File: src/rtl/sh64_pkg.sv
package sh64_pkg;
	localparam logic [63:0] KEY1 = 64'hB88C6B5A7D3C6D49;
	localparam logic [63:0] KEY2 = 64'h34827E1F6C4B5A3D;
	localparam logic [63:0] KEY3 = 64'h9A7D8C6B5F4E3D2C;
	localparam logic [63:0] KEY4 = 64'h1B3C5D7E9F0A2B4C;
	localparam logic [63:0] SKEY1 = 64'h0000000034827E1F;
	localparam logic [63:0] SKEY2 = 64'h000000009A7D8C6B;
	localparam logic [63:0] SKEY3 = 64'h000000001B3C5D7E;
	localparam logic [63:0] SKEY4 = 64'h00000000B88C6B5A;

	// Datapath operations issued by the controller.
	localparam logic [3:0] OP_LOAD   = 4'd0;
	localparam logic [3:0] OP_ACCPRE = 4'd1;
	localparam logic [3:0] OP_ACCPOST = 4'd2;
	localparam logic [3:0] OP_MERGE  = 4'd3;
	localparam logic [3:0] OP_C8PRE  = 4'd4;
	localparam logic [3:0] OP_C8POST = 4'd5;
	localparam logic [3:0] OP_C8MIX  = 4'd6;
	localparam logic [3:0] OP_C4PRE  = 4'd7;
	localparam logic [3:0] OP_C4POST = 4'd8;
	localparam logic [3:0] OP_C4MIX  = 4'd9;
	localparam logic [3:0] OP_BYTE   = 4'd10;
	localparam logic [3:0] OP_FIN    = 4'd11;
	localparam logic [3:0] OP_RESET  = 4'd12;
	localparam logic [3:0] OP_NONE   = 4'd13;

	// mstep selects the partial product of a multiply; wr marks the cycle
	// in which the operation writes its destination.
	typedef struct packed {
		logic [3:0] op;
		logic [1:0] lane;
		logic [2:0] fin_step;
		logic [1:0] mstep;
		logic       wr;
	} cmd_t;

	typedef struct packed {
		logic       stripe;
		logic       last;
		logic       has8;
		logic       has4;
		logic [1:0] nbytes;
	} status_t;
endpackage

File: src/rtl/sh64_ctrl.sv
module sh64_ctrl (
	input  logic                clk,
	input  logic                arst_n,
	input  logic                in_valid,
	output logic                in_ready,
	output logic                out_valid,
	input  logic                out_ready,
	input  sh64_pkg::status_t   st,
	output sh64_pkg::cmd_t      cmd
);
	localparam logic [3:0] S_IDLE = 4'd0;
	localparam logic [3:0] S_APRE = 4'd1;
	localparam logic [3:0] S_APST = 4'd2;
	localparam logic [3:0] S_MRG  = 4'd3;
	localparam logic [3:0] S_8A   = 4'd4;
	localparam logic [3:0] S_8B   = 4'd5;
	localparam logic [3:0] S_8C   = 4'd6;
	localparam logic [3:0] S_4A   = 4'd7;
	localparam logic [3:0] S_4B   = 4'd8;
	localparam logic [3:0] S_4C   = 4'd9;
	localparam logic [3:0] S_BYT  = 4'd10;
	localparam logic [3:0] S_FIN  = 4'd11;
	localparam logic [3:0] S_OUT  = 4'd12;

	logic [3:0] state_q;
	logic [1:0] lane_q;
	logic [1:0] cnt_q;
	logic [2:0] fin_q;
	logic [1:0] mstep_q;
	logic       mul_op;
	logic       step_done;

	assign in_ready  = (state_q == S_IDLE);
	assign out_valid = (state_q == S_OUT);

	// A multiply is built from partial products on the shared 32x32 multiplier.
	always_comb begin
		case (state_q)
			S_APRE: mul_op = st.stripe;
			S_APST, S_8A, S_8B, S_8C, S_4A, S_4B, S_4C, S_BYT: mul_op = 1'b1;
			S_FIN: mul_op = (fin_q inside {3'd0, 3'd2});
			default: mul_op = 1'b0;
		endcase
	end

	assign step_done = !mul_op || (mstep_q == 2'd2);

	always_comb begin
		cmd.lane = lane_q;
		cmd.fin_step = fin_q;
		cmd.mstep = mstep_q;
		cmd.wr = step_done;
		case (state_q)
			S_IDLE: cmd.op = in_valid ? sh64_pkg::OP_LOAD : sh64_pkg::OP_NONE;
			S_APRE: cmd.op = st.stripe ? sh64_pkg::OP_ACCPRE : sh64_pkg::OP_NONE;
			S_APST: cmd.op = sh64_pkg::OP_ACCPOST;
			S_MRG:  cmd.op = sh64_pkg::OP_MERGE;
			S_8A:   cmd.op = sh64_pkg::OP_C8PRE;
			S_8B:   cmd.op = sh64_pkg::OP_C8POST;
			S_8C:   cmd.op = sh64_pkg::OP_C8MIX;
			S_4A:   cmd.op = sh64_pkg::OP_C4PRE;
			S_4B:   cmd.op = sh64_pkg::OP_C4POST;
			S_4C:   cmd.op = sh64_pkg::OP_C4MIX;
			S_BYT:  cmd.op = sh64_pkg::OP_BYTE;
			S_FIN:  cmd.op = sh64_pkg::OP_FIN;
			S_OUT:  cmd.op = out_ready ? sh64_pkg::OP_RESET : sh64_pkg::OP_NONE;
			default: cmd.op = sh64_pkg::OP_NONE;
		endcase
	end

	always_ff @(posedge clk or negedge arst_n) begin
		if (!arst_n) begin
			state_q <= S_IDLE;
			lane_q <= '0;
			cnt_q <= '0;
			fin_q <= '0;
			mstep_q <= '0;
		end else if (!step_done) begin
			mstep_q <= mstep_q + 2'd1;
		end else begin
			mstep_q <= '0;
			case (state_q)
				S_IDLE: if (in_valid) begin
					lane_q <= '0;
					state_q <= S_APRE;
				end
				// A short block is always last and leaves the accumulators alone.
				S_APRE: state_q <= st.stripe ? S_APST : S_MRG;
				S_APST: begin
					lane_q <= lane_q + 2'd1;
					if (lane_q == 2'd3) state_q <= st.last ? S_MRG : S_IDLE;
					else state_q <= S_APRE;
				end
				S_MRG: begin
					cnt_q <= st.nbytes;
					fin_q <= '0;
					state_q <= st.has8 ? S_8A : (st.has4 ? S_4A :
						(st.nbytes != 2'd0 ? S_BYT : S_FIN));
				end
				S_8A: state_q <= S_8B;
				S_8B: state_q <= S_8C;
				S_8C: state_q <= st.has4 ? S_4A : (cnt_q != 2'd0 ? S_BYT : S_FIN);
				S_4A: state_q <= S_4B;
				S_4B: state_q <= S_4C;
				S_4C: state_q <= (cnt_q != 2'd0) ? S_BYT : S_FIN;
				S_BYT: begin
					cnt_q <= cnt_q - 2'd1;
					if (cnt_q == 2'd1) state_q <= S_FIN;
				end
				S_FIN: begin
					fin_q <= fin_q + 3'd1;
					if (fin_q == 3'd4) state_q <= S_OUT;
				end
				S_OUT: if (out_ready) state_q <= S_IDLE;
				default: state_q <= S_IDLE;
			endcase
		end
	end
endmodule

File: config.mk
export PLATFORM = sky130hd
export DESIGN_NAME = sh64_ctrl
export DESIGN_NICKNAME = d
export VERILOG_FILES = /design/src/rtl/sh64_pkg.sv /design/src/rtl/sh64_ctrl.sv
export SDC_FILE = /design/constraint.sdc
export NUM_CORES = 1
export LEC_CHECK = 0
export BUFFER_PORTS_ARGS = -buffer_cell sky130_fd_sc_hd__buf_2
export CAP_MARGIN = 10
export CORE_ASPECT_RATIO = 0.8
export CORE_MARGIN = 2
export CORE_UTILIZATION = 50
export CTS_BUF_LIST = sky130_fd_sc_hd__clkbuf_4
export DETAILED_ROUTE_END_ITERATION = 12
export PLACE_DENSITY = 0.78
export SLEW_MARGIN = 20
export SYNTH_ARGS = -nofsm -noshare
export SYNTH_HDL_FRONTEND = slang
export SYNTH_SLANG_ARGS = --single-unit
File: constraint.sdc
create_clock -name clk -period 1.87 [get_ports clk]
set_input_delay 0.0935 -clock clk [delete_from_list [all_inputs] [get_ports clk]]
set_output_delay 0.0935 -clock clk [all_outputs]
set_load 0.005 [all_outputs]
==> results.md, run 1 <==
* Status: finished, final reports clean
* Clock tree root buffer cell: clkbuf_4
* Final period util at 98.79%
* Cts bufs inserted at 3
* Relative slew margins at 75.30%
* Clock power frac at 7.7%
* Share of the synthesized area in the top cell type at 31.10%
* Finished Layout Cells at ~190
* Most frequent cells in the layout: buf_2 (22), buf_4 (18), nand2_1 (15)
* Chip width at around 55 µm
* Synth area leaders: dfrtp_1 (31%), ha_1 (8.4%), nand2_1 (5.4%), o21ai_0 (4.8%), nor2_1 (4.3%)
* Syn nets at 141
* Syn Inst Count at 124
* Reg clk slew, reported paths at about 80 ps
* Slew @ Worst Pin at 370.5 ps
* Switching Share at 43.90%
* Largest net degree at the start of global routing at 17
* H-tree levels at 1
* Mux contribution to synthesized area at ~4.8%
* DR pass1 iterations at 4
* First-pass GRT wire length at 4.443 mm
* Synth Flop Type: dfrtp_1
* Worst R2R Setup Slack at 20 ps
* CP Launch Type: flip-flop
* Syn-to-layout area delta at 29.55%
* Filler Cell Count at 157
* Final hold violation count at 0
* Async SR Flop Fraction at 100.0%
* RSZ-0062 raised after global routing: yes
* Max-slew violation count at 0
* Synth Area in XOR/XNOR at 0%
* Drt wl/cell at ~15 µm
* Post-synthesis sequential area ratio at between 30% and 40%
* Max clock buf depth at 2
* Flop and latch count out of synthesis at 13
* Combinational share of power at 70.0%
* Synth Area in Simple Gates at 24.64%
* Netlist cell types at 43
* # clock sinks at 13
* Synth Area in Compound Gates at 22.73%
* Commonest non-fill, non-tap cell in the layout: buf_2
* Post-DP HPWL at 2.127 mm
* Row cnt at 14
* Setup violations, final at 0
* Yosys top cell by area: dfrtp_1
* VDD IR-drop max at 0.001245 V
* F_max at 541.3 MHz
* Adder-cell share of the synthesized area at 8.373%
* Num ports at 24
* RR Endpoint: state_q[2]$_DFFE_PN0P_
* Setup_tns at 0 ps
* Clk_lat worst skew at 270 ps
* Skew final at 0.4588 ps
* CTS tree: built
* Required time of the worst setup path at 2030 ps
* Post-synth EDFFs at 0
* DRC viols at 0
* Crit Path Category: flip-flop to flip-flop
* Mean area per synthesized cell at around 8.4 µm²
* Starting density of the core at 54.29%
* CP Capture Type: flip-flop
* Main combinational cell family by area after synthesis: simple AND/OR/NAND/NOR gates
* Vias per inst at approximately 5.6
* Mapped cell area at 1046 µm²
* Ant diodes at 0
* HP Class: primary input to flip-flop
* Worst hold stages at 3
* Min-delay src: st[1]
* Routed wire length at 2.807 mm
* Post-route ant nets at 0
* Critical path peak fanout at 6
* Nets at 180
* Core area at 1927 µm²
* Max-cap violation count at 0
* Endpoint, Worst Hold: cnt_q[1]$_DFFE_PN0P_
* Leakage at between 0.6 and 0.7 nW
* Total grt overflow at 0
* Reg power frac at 22.3%
* Final Critical Period at about 1800 ps
* Share of cells above drive strength 1 at 36.42%
* Gr usage total at 25.76%
* Synth Warn # at 0
* Die Ht at 44.91 µm
* Critical path arrival at 2010 ps
* Port Buffers at 23
* Routability congestion estimate at roughly 0.94
* PD cells at between 1500 and 2000 nW/µm²
* Placed instance count at 179
* Depth of the most critical reg-to-reg path at 4
* Switching pwr at around 0.0011 W
* DIE AREA at 2476 µm²
* Number of global-route vias before repair at a little under 1000
* Initial antenna violation count at 0
* Via Count at 1047
* DRT iter0 DRCs at 48
* Reg2reg start: state_q[3]$_DFFE_PN0P_
* Int Pwr at ~0.0014 W
==> worst max-delay path: stages (launching register included) <==
cell	delay, ps
dfrtp_1	450
a2111o_1	400
and4b_4	220
a311o_4	350
mux2_4	310
==> through the flow <==
step,hold slack [ps],setup slack (ps),utilization (%),total power (W),area (µm²)
3_5_place_dp,-0.5061,5.304,65.65,0.002179,1265
6_report,183.9,22.61,70.32,0.002499,1355
5_1_grt,194.0,-11.80,70.32,0.002702,1355
4_1_cts,174.2,20.22,67.92,0.002389,1309
2_1_floorplan,-202.1,61.24,-,0.001618,1046
3_3_place_gp,-5.866,80.17,65.65,0.002122,1265
==> registers in the layout, indices dropped and copies added, names as in the netlist <==
register / flops
mstep_q: 2
lane_q: 2
fin_q: 3
cnt_q: 2
state_q: 4
==> timing repair <==
action / in CTS / in global routing
setup endpoints to repair: 3 / 7
endpoints found under the hold margin: 13 / 0
setup buffers: 0 / 2
hold buffers: 1 / 0
resized for setup: 1 / 8
==> cell type report <==
| cell class | instances | area, µm² | share of cell area [%] |
|---|---|---|---|
| inverters | 9 | 33.78 | 2.493 |
| repair buffers | 43 | 277.8 | 20.50 |
| clock buffers | 4 | 30.03 | 2.216 |
| well taps | 24 | 30.03 | 2.216 |
| multi-input cells | 93 | 655.6 | 48.38 |
| flip-flops and latches | 13 | 327.8 | 24.19 |
==> worst max-delay path by stage <==
stage / end / from
2_1_floorplan: state_q[1]$_DFFE_PN0P_ / fin_q[0]$_DFFE_PN0P_
5_1_grt: cmd[0] / state_q[3]$_DFFE_PN0P_
6_report: state_q[2]$_DFFE_PN0P_ / state_q[3]$_DFFE_PN0P_
3_3_place_gp: state_q[2]$_DFFE_PN0P_ / state_q[1]$_DFFE_PN0P_
4_1_cts: cmd[0] / state_q[2]$_DFFE_PN0P_
3_5_place_dp: state_q[2]$_DFFE_PN0P_ / state_q[2]$_DFFE_PN0P_
==> cell families (layout without fill, tap and decap cells) <==
logic type / after synthesis / after routing
compound gates: 31 / 31
fa+ha+maj: 7 / 7
buf+inv: 18 / 56
flops: 13 / 13
mux: 4 / 4
simple gates: 51 / 51
==> layer usage <==
layer  GRT usage (%)  vias up  share of wire, %
li1                -      521                 -
met1           37.37      487                47
met2           38.57       35                46
met3           3.642        4               5.9
met4           10.73        0               1.2
met5               0        -                 0
==> synth_stat cells, drive strengths merged, types with 3 or more instances <==
library cell,instances
dfrtp,13
clkbuf,5
buf,4
inv,9
a21oi,4
nand2,15
nand3,6
nor3,4
ha,7
and2,3
nor2,12
o21ai,11
==> power by group through the flow <==
| stage | clock (W) | combinational, W | sequential [W] |
|---|---|---|---|
| after detailed placement | 0 | 0.00163 | 0.000552 |
| final | 0.000193 | 0.00175 | 0.000558 |
| after CTS | 0.000199 | 0.00164 | 0.000546 |
| after global placement | 0 | 0.00158 | 0.000541 |
| after global routing | 0.000209 | 0.00192 | 0.000576 |
| after floorplan | 0 | 0.00111 | 0.000504 |
Note: power is estimated with default switching activity, not from simulation.
==> run 2, diff against run 1 <==
--- a/config.mk
+++ b/config.mk
@@ -13,6 +13,7 @@
 export CTS_BUF_LIST = sky130_fd_sc_hd__clkbuf_4
 export DETAILED_ROUTE_END_ITERATION = 12
 export PLACE_DENSITY = 0.78
+export RECOVER_POWER = 100
 export SLEW_MARGIN = 20
 export SYNTH_ARGS = -nofsm -noshare
 export SYNTH_HDL_FRONTEND = slang
==> results.md, run 2 (synthesis results as in run 1) <==
* Depth of the most critical reg-to-reg path at 4 (unchanged)
* Critical path arrival at 2010 ps (about the same)
* Port Buffers at 23 (unchanged)
* CTS tree: built (unchanged)
* DIE AREA at 2476 µm² (unchanged)
* Most frequent cells in the layout: buf_2 (19), buf_4 (18), nand2_1 (15) (was buf_2 (22), buf_4 (18), nand2_1 (15))
* Num ports at 24 (unchanged)
* Clk_lat worst skew at 270 ps (about the same)
* Switching Share at 44.02% (was 43.90%)
* Switching pwr at 0.001098 W (was 0.001097 W)
* Final period util at 98.78% (was 98.79%)
* CP Capture Type: flip-flop (unchanged)
* Final Critical Period at 1847 ps (about the same)
* First-pass GRT wire length at 4.443 mm (unchanged)
* Crit path max-delay cell type: dfrtp_1 (unchanged)
* CP max stage delay at 450 ps (about the same)
* F_max at 541.4 MHz (was 541.3 MHz)
* Reg power frac at 22.4% (was 22.3%)
* Filler Cell Count at 157 (unchanged)
* Chip width at 55.14 µm (unchanged)
* Number of global-route vias before repair at 984 (unchanged)
* Worst R2R Setup Slack at 20 ps (about the same)
* RR Endpoint: state_q[2]$_DFFE_PN0P_ (unchanged)
* Row cnt at 14 (unchanged)
* Place WS at 5.304 ps (unchanged)
* Syn-to-layout area delta at 29.19% (was 29.55%)
* Reg clk slew, reported paths at 80 ps (about the same)
* Relative slew margins at 51.84% (was 75.30%)
* Max-slew violation count at 0 (unchanged)
* CP Launch Type: flip-flop (unchanged)
* Combinational share of power at 69.9% (was 70.0%)
* Leakage at 0.6604 nW (was 0.6703 nW)
* Routed wire length at 2.806 mm (was 2.807 mm)
* Max FFs per register at 4 (unchanged)
* DRC viols at 0 (unchanged)
* Routability congestion estimate at 0.9383 (unchanged)
* Cts bufs inserted at 3 (unchanged)
* Final WS setup at 22.78 ps (was 22.61 ps)
* RSZ-0062 raised after global routing: yes (unchanged)
* DR pass1 iterations at 4 (unchanged)
* Setup violations, final at 0 (unchanged)
* Gr usage total at 25.76% (unchanged)
* Int Pwr at 0.001397 W (was 0.001402 W)
* Vias per inst at 5.634 (was 5.629)
* Worst setup endpoint: state_q[2]$_DFFE_PN0P_ (unchanged)
* Cell area after layout at 1351 µm² (was 1355 µm²)
* Top Registers: state_q x4, fin_q x3 (unchanged)
* Largest net degree at the start of global routing at 17 (unchanged)
* HP Class: primary input to flip-flop (unchanged)
* Hold_ws at 184.2 ps (was 183.9 ps)
* Status: finished, final reports clean (unchanged)
* H-tree levels at 1 (unchanged)
* Clock power frac at 7.7% (about the same)
* # clock sinks at 13 (unchanged)
* Reg2reg start: state_q[3]$_DFFE_PN0P_ (unchanged)
* Critical path, cell by cell: a2111o_1, and4b_4, a311o_4, mux2_4 (unchanged)
* Post-DP HPWL at 2.127 mm (unchanged)
* Required time of the worst setup path at 2030 ps (about the same)
* Share of cells above drive strength 1 at 34.57% (was 36.42%)
* Slew @ Worst Pin at 722.4 ps (was 370.5 ps)
* PD cells at 1846 nW/µm² (was 1844 nW/µm²)
* Initial antenna violation count at 0 (unchanged)
* DRT iter0 DRCs at 48 (unchanged)
* Nets at 180 (unchanged)
* Via Count at 1048 (was 1047)
* Ant diodes at 0 (unchanged)
* Post-place instance area at 1265 µm² (unchanged)
* Clock tree root buffer cell: clkbuf_4 (unchanged)
* Max-cap violation count at 0 (unchanged)
* Critical path peak fanout at 6 (unchanged)
* Skew final at 0.4770 ps (was 0.4588 ps)
* Die Ht at 44.91 µm (unchanged)
* Total power at 0.002495 W (was 0.002499 W)
* Max clock buf depth at 2 (unchanged)
* Starting density of the core at 54.29% (unchanged)
* Crit Path Category: flip-flop to flip-flop (unchanged)
* VDD IR-drop max at 0.001245 V (about the same)
* Total grt overflow at 0 (unchanged)
* Top reg by flops: state_q (unchanged)
* Post-route ant nets at 0 (unchanged)
* Drt wl/cell at 15.09 µm (about the same)
* Final hold violation count at 0 (unchanged)
* Core area at 1927 µm² (unchanged)
* Finished Core Util at 70.13% (was 70.32%)
* Crit. Startpoint: state_q[3]$_DFFE_PN0P_ (unchanged)
* Commonest non-fill, non-tap cell in the layout: buf_2 (unchanged)
[run 2: changes by cell type in the layout (fill, tap and decap cells not counted)]
cell      delta
clkbuf_1     +3
buf_2        -3
[run 2: worst max-delay path, delay by kind of cell (launching register included)]
| family | cells | cell delay (ps) |
|---|---|---|
| compound gates | 2 | 750 |
| flops | 1 | 450 |
| mux | 1 | 310 |
| simple gates | 1 | 220 |
[run 2: worst min path at each step]
stage,startpoint,end,slack (ps),depth (start not counted)
floorplan,arst_n,cnt_q[0]$_DFFE_PN0P_,-200,0
global placement,arst_n,fin_q[1]$_DFFE_PN0P_,-6,1
detailed placement,arst_n,fin_q[1]$_DFFE_PN0P_,-0.5,1
CTS,in_valid,lane_q[0]$_DFFE_PN0P_,170,3
global route,in_valid,lane_q[0]$_DFFE_PN0P_,190,3
finish,st[1],cnt_q[1]$_DFFE_PN0P_,180,3
[run 2: routing by layer]
layer / GRT usage, % / wire length (µm)
met5: 0 / 0
met4: 10.73 / 34
met3: 3.642 / 159
met2: 38.57 / 1273
met1: 37.37 / 1338
[run 2: final cells by class]
cell class / instances / area, µm² / area share, %
flip-flops and latches: 13 / 327.8 / 24.26
multi-input cells: 93 / 655.6 / 48.52
well taps: 24 / 30.03 / 2.222
repair buffers: 43 / 274.0 / 20.28
inverters: 9 / 33.78 / 2.500
clock buffers: 4 / 30.03 / 2.222
[run 2: power groups by stage]
| stage | clock network (W) | logic [W] | registers (W) |
|---|---|---|---|
| 6_report | 0.000192 | 0.00174 | 0.000559 |
| 5_1_grt | 0.000209 | 0.00191 | 0.000577 |
| 4_1_cts | 0.000199 | 0.00164 | 0.000546 |
| 3_5_place_dp | 0 | 0.00163 | 0.000552 |
| 3_3_place_gp | 0 | 0.00158 | 0.000541 |
| 2_1_floorplan | 0 | 0.00111 | 0.000504 |
[run 2: per-stage QoR]
step | instances | setup TNS [ps]
floorplan | 124 | 0
global placement | 179 | 0
detailed placement | 179 | 0
CTS | 184 | 0
global route | 186 | -12.44
finish | 186 | 0
[run 2: what timing repair did]
| action | 4_1_cts | 5_1_grt |
|---|---|---|
| hold endpoints to repair | 13 | 0 |
| resized for setup | 1 | 8 |
| hold buffers | 1 | 0 |
| endpoints found under the setup margin | 3 | 7 |
| buffers inserted | 0 | 2 |
==> run 3, diff against run 2 <==
--- a/config.mk
+++ b/config.mk
@@ -7,11 +7,11 @@
 export LEC_CHECK = 0
 export BUFFER_PORTS_ARGS = -buffer_cell sky130_fd_sc_hd__buf_2
 export CAP_MARGIN = 10
-export CORE_ASPECT_RATIO = 0.8
 export CORE_MARGIN = 2
 export CORE_UTILIZATION = 50
 export CTS_BUF_LIST = sky130_fd_sc_hd__clkbuf_4
 export DETAILED_ROUTE_END_ITERATION = 12
+export GPL_TIMING_DRIVEN = 0
 export PLACE_DENSITY = 0.78
 export RECOVER_POWER = 100
 export SLEW_MARGIN = 20
==> results.md, run 3 (synthesis results as in run 1) <==
* Post-DP HPWL at 1.871 mm (was 2.127 mm)
* RSZ-0062 raised after global routing: yes (unchanged)
* Relative slew margins at 47.98% (was 51.84%)
* CTS tree: built (unchanged)
* Routed wire length at 2.815 mm (was 2.806 mm)
* H-tree levels at 1 (unchanged)
* Required time of the worst setup path at 1780 ps (was 2030 ps)
* Crit. Startpoint: state_q[2]$_DFFE_PN0P_ (was state_q[3]$_DFFE_PN0P_)
* DIE AREA at 2474 µm² (was 2476 µm²)
* Slew @ Worst Pin at 780.3 ps (was 722.4 ps)
* Setup_tns at -6.115 ps (was 0 ps)
* Max clock buf depth at 2 (unchanged)
* Most frequent cells in the layout: buf_2 (17), nand2_1 (14), dfrtp_1 (12) (was buf_2 (19), buf_4 (18), nand2_1 (15))
* Total power at 0.002628 W (was 0.002495 W)
* Port Buffers at 23 (unchanged)
* Starting density of the core at 53.32% (was 54.29%)
* PD cells at 1929 nW/µm² (was 1846 nW/µm²)
* Critical path peak fanout at 7 (was 6)
* DR pass1 iterations at 4 (unchanged)
* Ant diodes at 0 (unchanged)
* Final WS setup at -6.115 ps (was 22.78 ps)
* First-pass GRT wire length at 4.222 mm (was 4.443 mm)
* Final hold violation count at 0 (unchanged)
* Cell area after layout at 1363 µm² (was 1351 µm²)
* Finished Layout Cells at 189 (was 186)
* Setup violations, final at 1 (was 0)
* Chip width at 49.74 µm (was 55.14 µm)
* Share of cells above drive strength 1 at 33.33% (was 34.57%)
* Max-slew violation count at 0 (unchanged)
* Total grt overflow at 0 (unchanged)
* Syn-to-layout area delta at 30.26% (was 29.19%)
* Top Registers: state_q x4, fin_q x3 (unchanged)
* Largest net degree at the start of global routing at 14 (was 17)
* CP Launch Type: flip-flop (unchanged)
* Critical path arrival at 1780 ps (was 2010 ps)
* Row cnt at 16 (was 14)
* Post-place instance area at 1195 µm² (was 1265 µm²)
* VDD IR-drop max at 0.0009557 V (was 0.001245 V)
* Skew final at 4.350 ps (was 0.4770 ps)
* Status: finished, violations left (was finished, final reports clean)
* Clock tree root buffer cell: clkbuf_4 (unchanged)
* DRC viols at 0 (unchanged)
* HP Class: primary input to flip-flop (unchanged)
* F_max at 533.0 MHz (was 541.4 MHz)
* Reg2reg start: state_q[2]$_DFFE_PN0P_ (was state_q[3]$_DFFE_PN0P_)
* Reg clk slew, reported paths at 80 ps (about the same)
* Post-route ant nets at 0 (unchanged)
* Die Ht at 49.74 µm (was 44.91 µm)
* DRT iter0 DRCs at 50 (was 48)
* Vias per inst at 5.757 (was 5.634)
* Top reg by flops: state_q (unchanged)
* Failing checks: setup timing
* CP Capture Type: output port (was flip-flop)
* Gr usage total at 21.70% (was 25.76%)
* Clk_lat worst skew at 280 ps (was 270 ps)
* Cts bufs inserted at 3 (unchanged)
* Nets at 180 (unchanged)
* Routability congestion estimate at 0.8664 (was 0.9383)
* Max FFs per register at 4 (unchanged)
* Min-delay src: in_valid (was st[1])
* Crit Path Category: flip-flop to output port (was flip-flop to flip-flop)
* Max-cap violation count at 0 (unchanged)
* Number of global-route vias before repair at 957 (was 984)
* Via Count at 1088 (was 1048)
* Core area at 1962 µm² (was 1927 µm²)
* Initial antenna violation count at 0 (unchanged)
* Placed instance count at 174 (was 179)
* Final Critical Period at 1876 ps (was 1847 ps)
* Leakage at 0.6532 nW (was 0.6604 nW)
* Drt wl/cell at 14.89 µm (was 15.09 µm)
* Commonest non-fill, non-tap cell in the layout: buf_2 (unchanged)
* Final period util at 100.3% (was 98.78%)
* Num ports at 24 (unchanged)
* # clock sinks at 13 (unchanged)
-- run 3: cell types whose count changed in the layout (fill, tap and decap cells not counted), moves of 2 or more --
cell / previous run / this run
buf_2: 19 / 17
buf_4: 18 / 11
buf_6: 2 / 4
clkbuf_1: 3 / 6
clkbuf_2: 0 / 4
-- run 3: cell type report --
class	instances	area, µm²
multi-input cells	93	673.1
fillers	186	599.3
flip-flops and latches	13	326.6
repair buffers	34	201.4
plain buffers	9	63.81
inverters	9	33.78
well taps	27	33.78
clock buffers	4	30.03
-- run 3: stage by stage --
stage	worst slack, ps	hold WS, ps	util, %
global route	-49.11	169.5	69.45
finish	-6.115	150.3	69.45
CTS	-28.51	145.2	63.65
floorplan	61.24	-202.1	-
detailed placement	-89.08	7.276	60.91
global placement	-35.14	-4.619	60.91
-- run 3: worst max-delay path, stage by stage (launching register included) --
cell and delay, ps:
dfrtp_1 380, buf_6 130, a2111o_1 330, and4b_4 230, a31oi_4 220, buf_6 130
buf_6 80
-- run 3: final timing paths --
check / slack, ps / endpoint / depth (start not counted)
setup reg to reg: 20 / state_q[2]$_DFFE_PN0P_ / 5
min in group asynchronous: 400 / lane_q[1]$_DFFE_PN0P_ / 2
setup / recovery: -6 / cmd[0] / 6
hold / removal: 150 / lane_q[0]$_DFFE_PN0P_ / 3
hold reg to reg: 460 / mstep_q[0]$_DFF_PN0_ / 1
max in group asynchronous: 940 / state_q[3]$_DFFE_PN0P_ / 2
-- run 3: power by group --
| part | total, W | leakage [nW] | internal [W] | switching (W) |
|---|---|---|---|---|
| Combinational | 0.00191 | 0.473 | 0.000951 | 0.000963 |
| Clock | 0.000193 | 0.0184 | 0.0000973 | 0.0000955 |
| Sequential | 0.000521 | 0.162 | 0.000410 | 0.000111 |
-- run 3: repair_timing --
action | 4_1_cts | 5_1_grt
hold buffers | 1 | 0
resized for setup | 4 | 18
endpoints found under the setup margin | 8 | 9
setup buffers | 0 | 10
hold endpoints to repair | 13 | 0
pin swaps | 0 | 2
-- run 3: per-layer routing --
metal / vias to the layer above / share of wire [%] / track usage (%)
li1: 519 / - / -
met1: 518 / 43 / 29.01
met2: 45 / 49 / 35.56
met3: 6 / 6.2 / 3.636
met4: 0 / 1.5 / 6.944
met5: - / 0 / 0
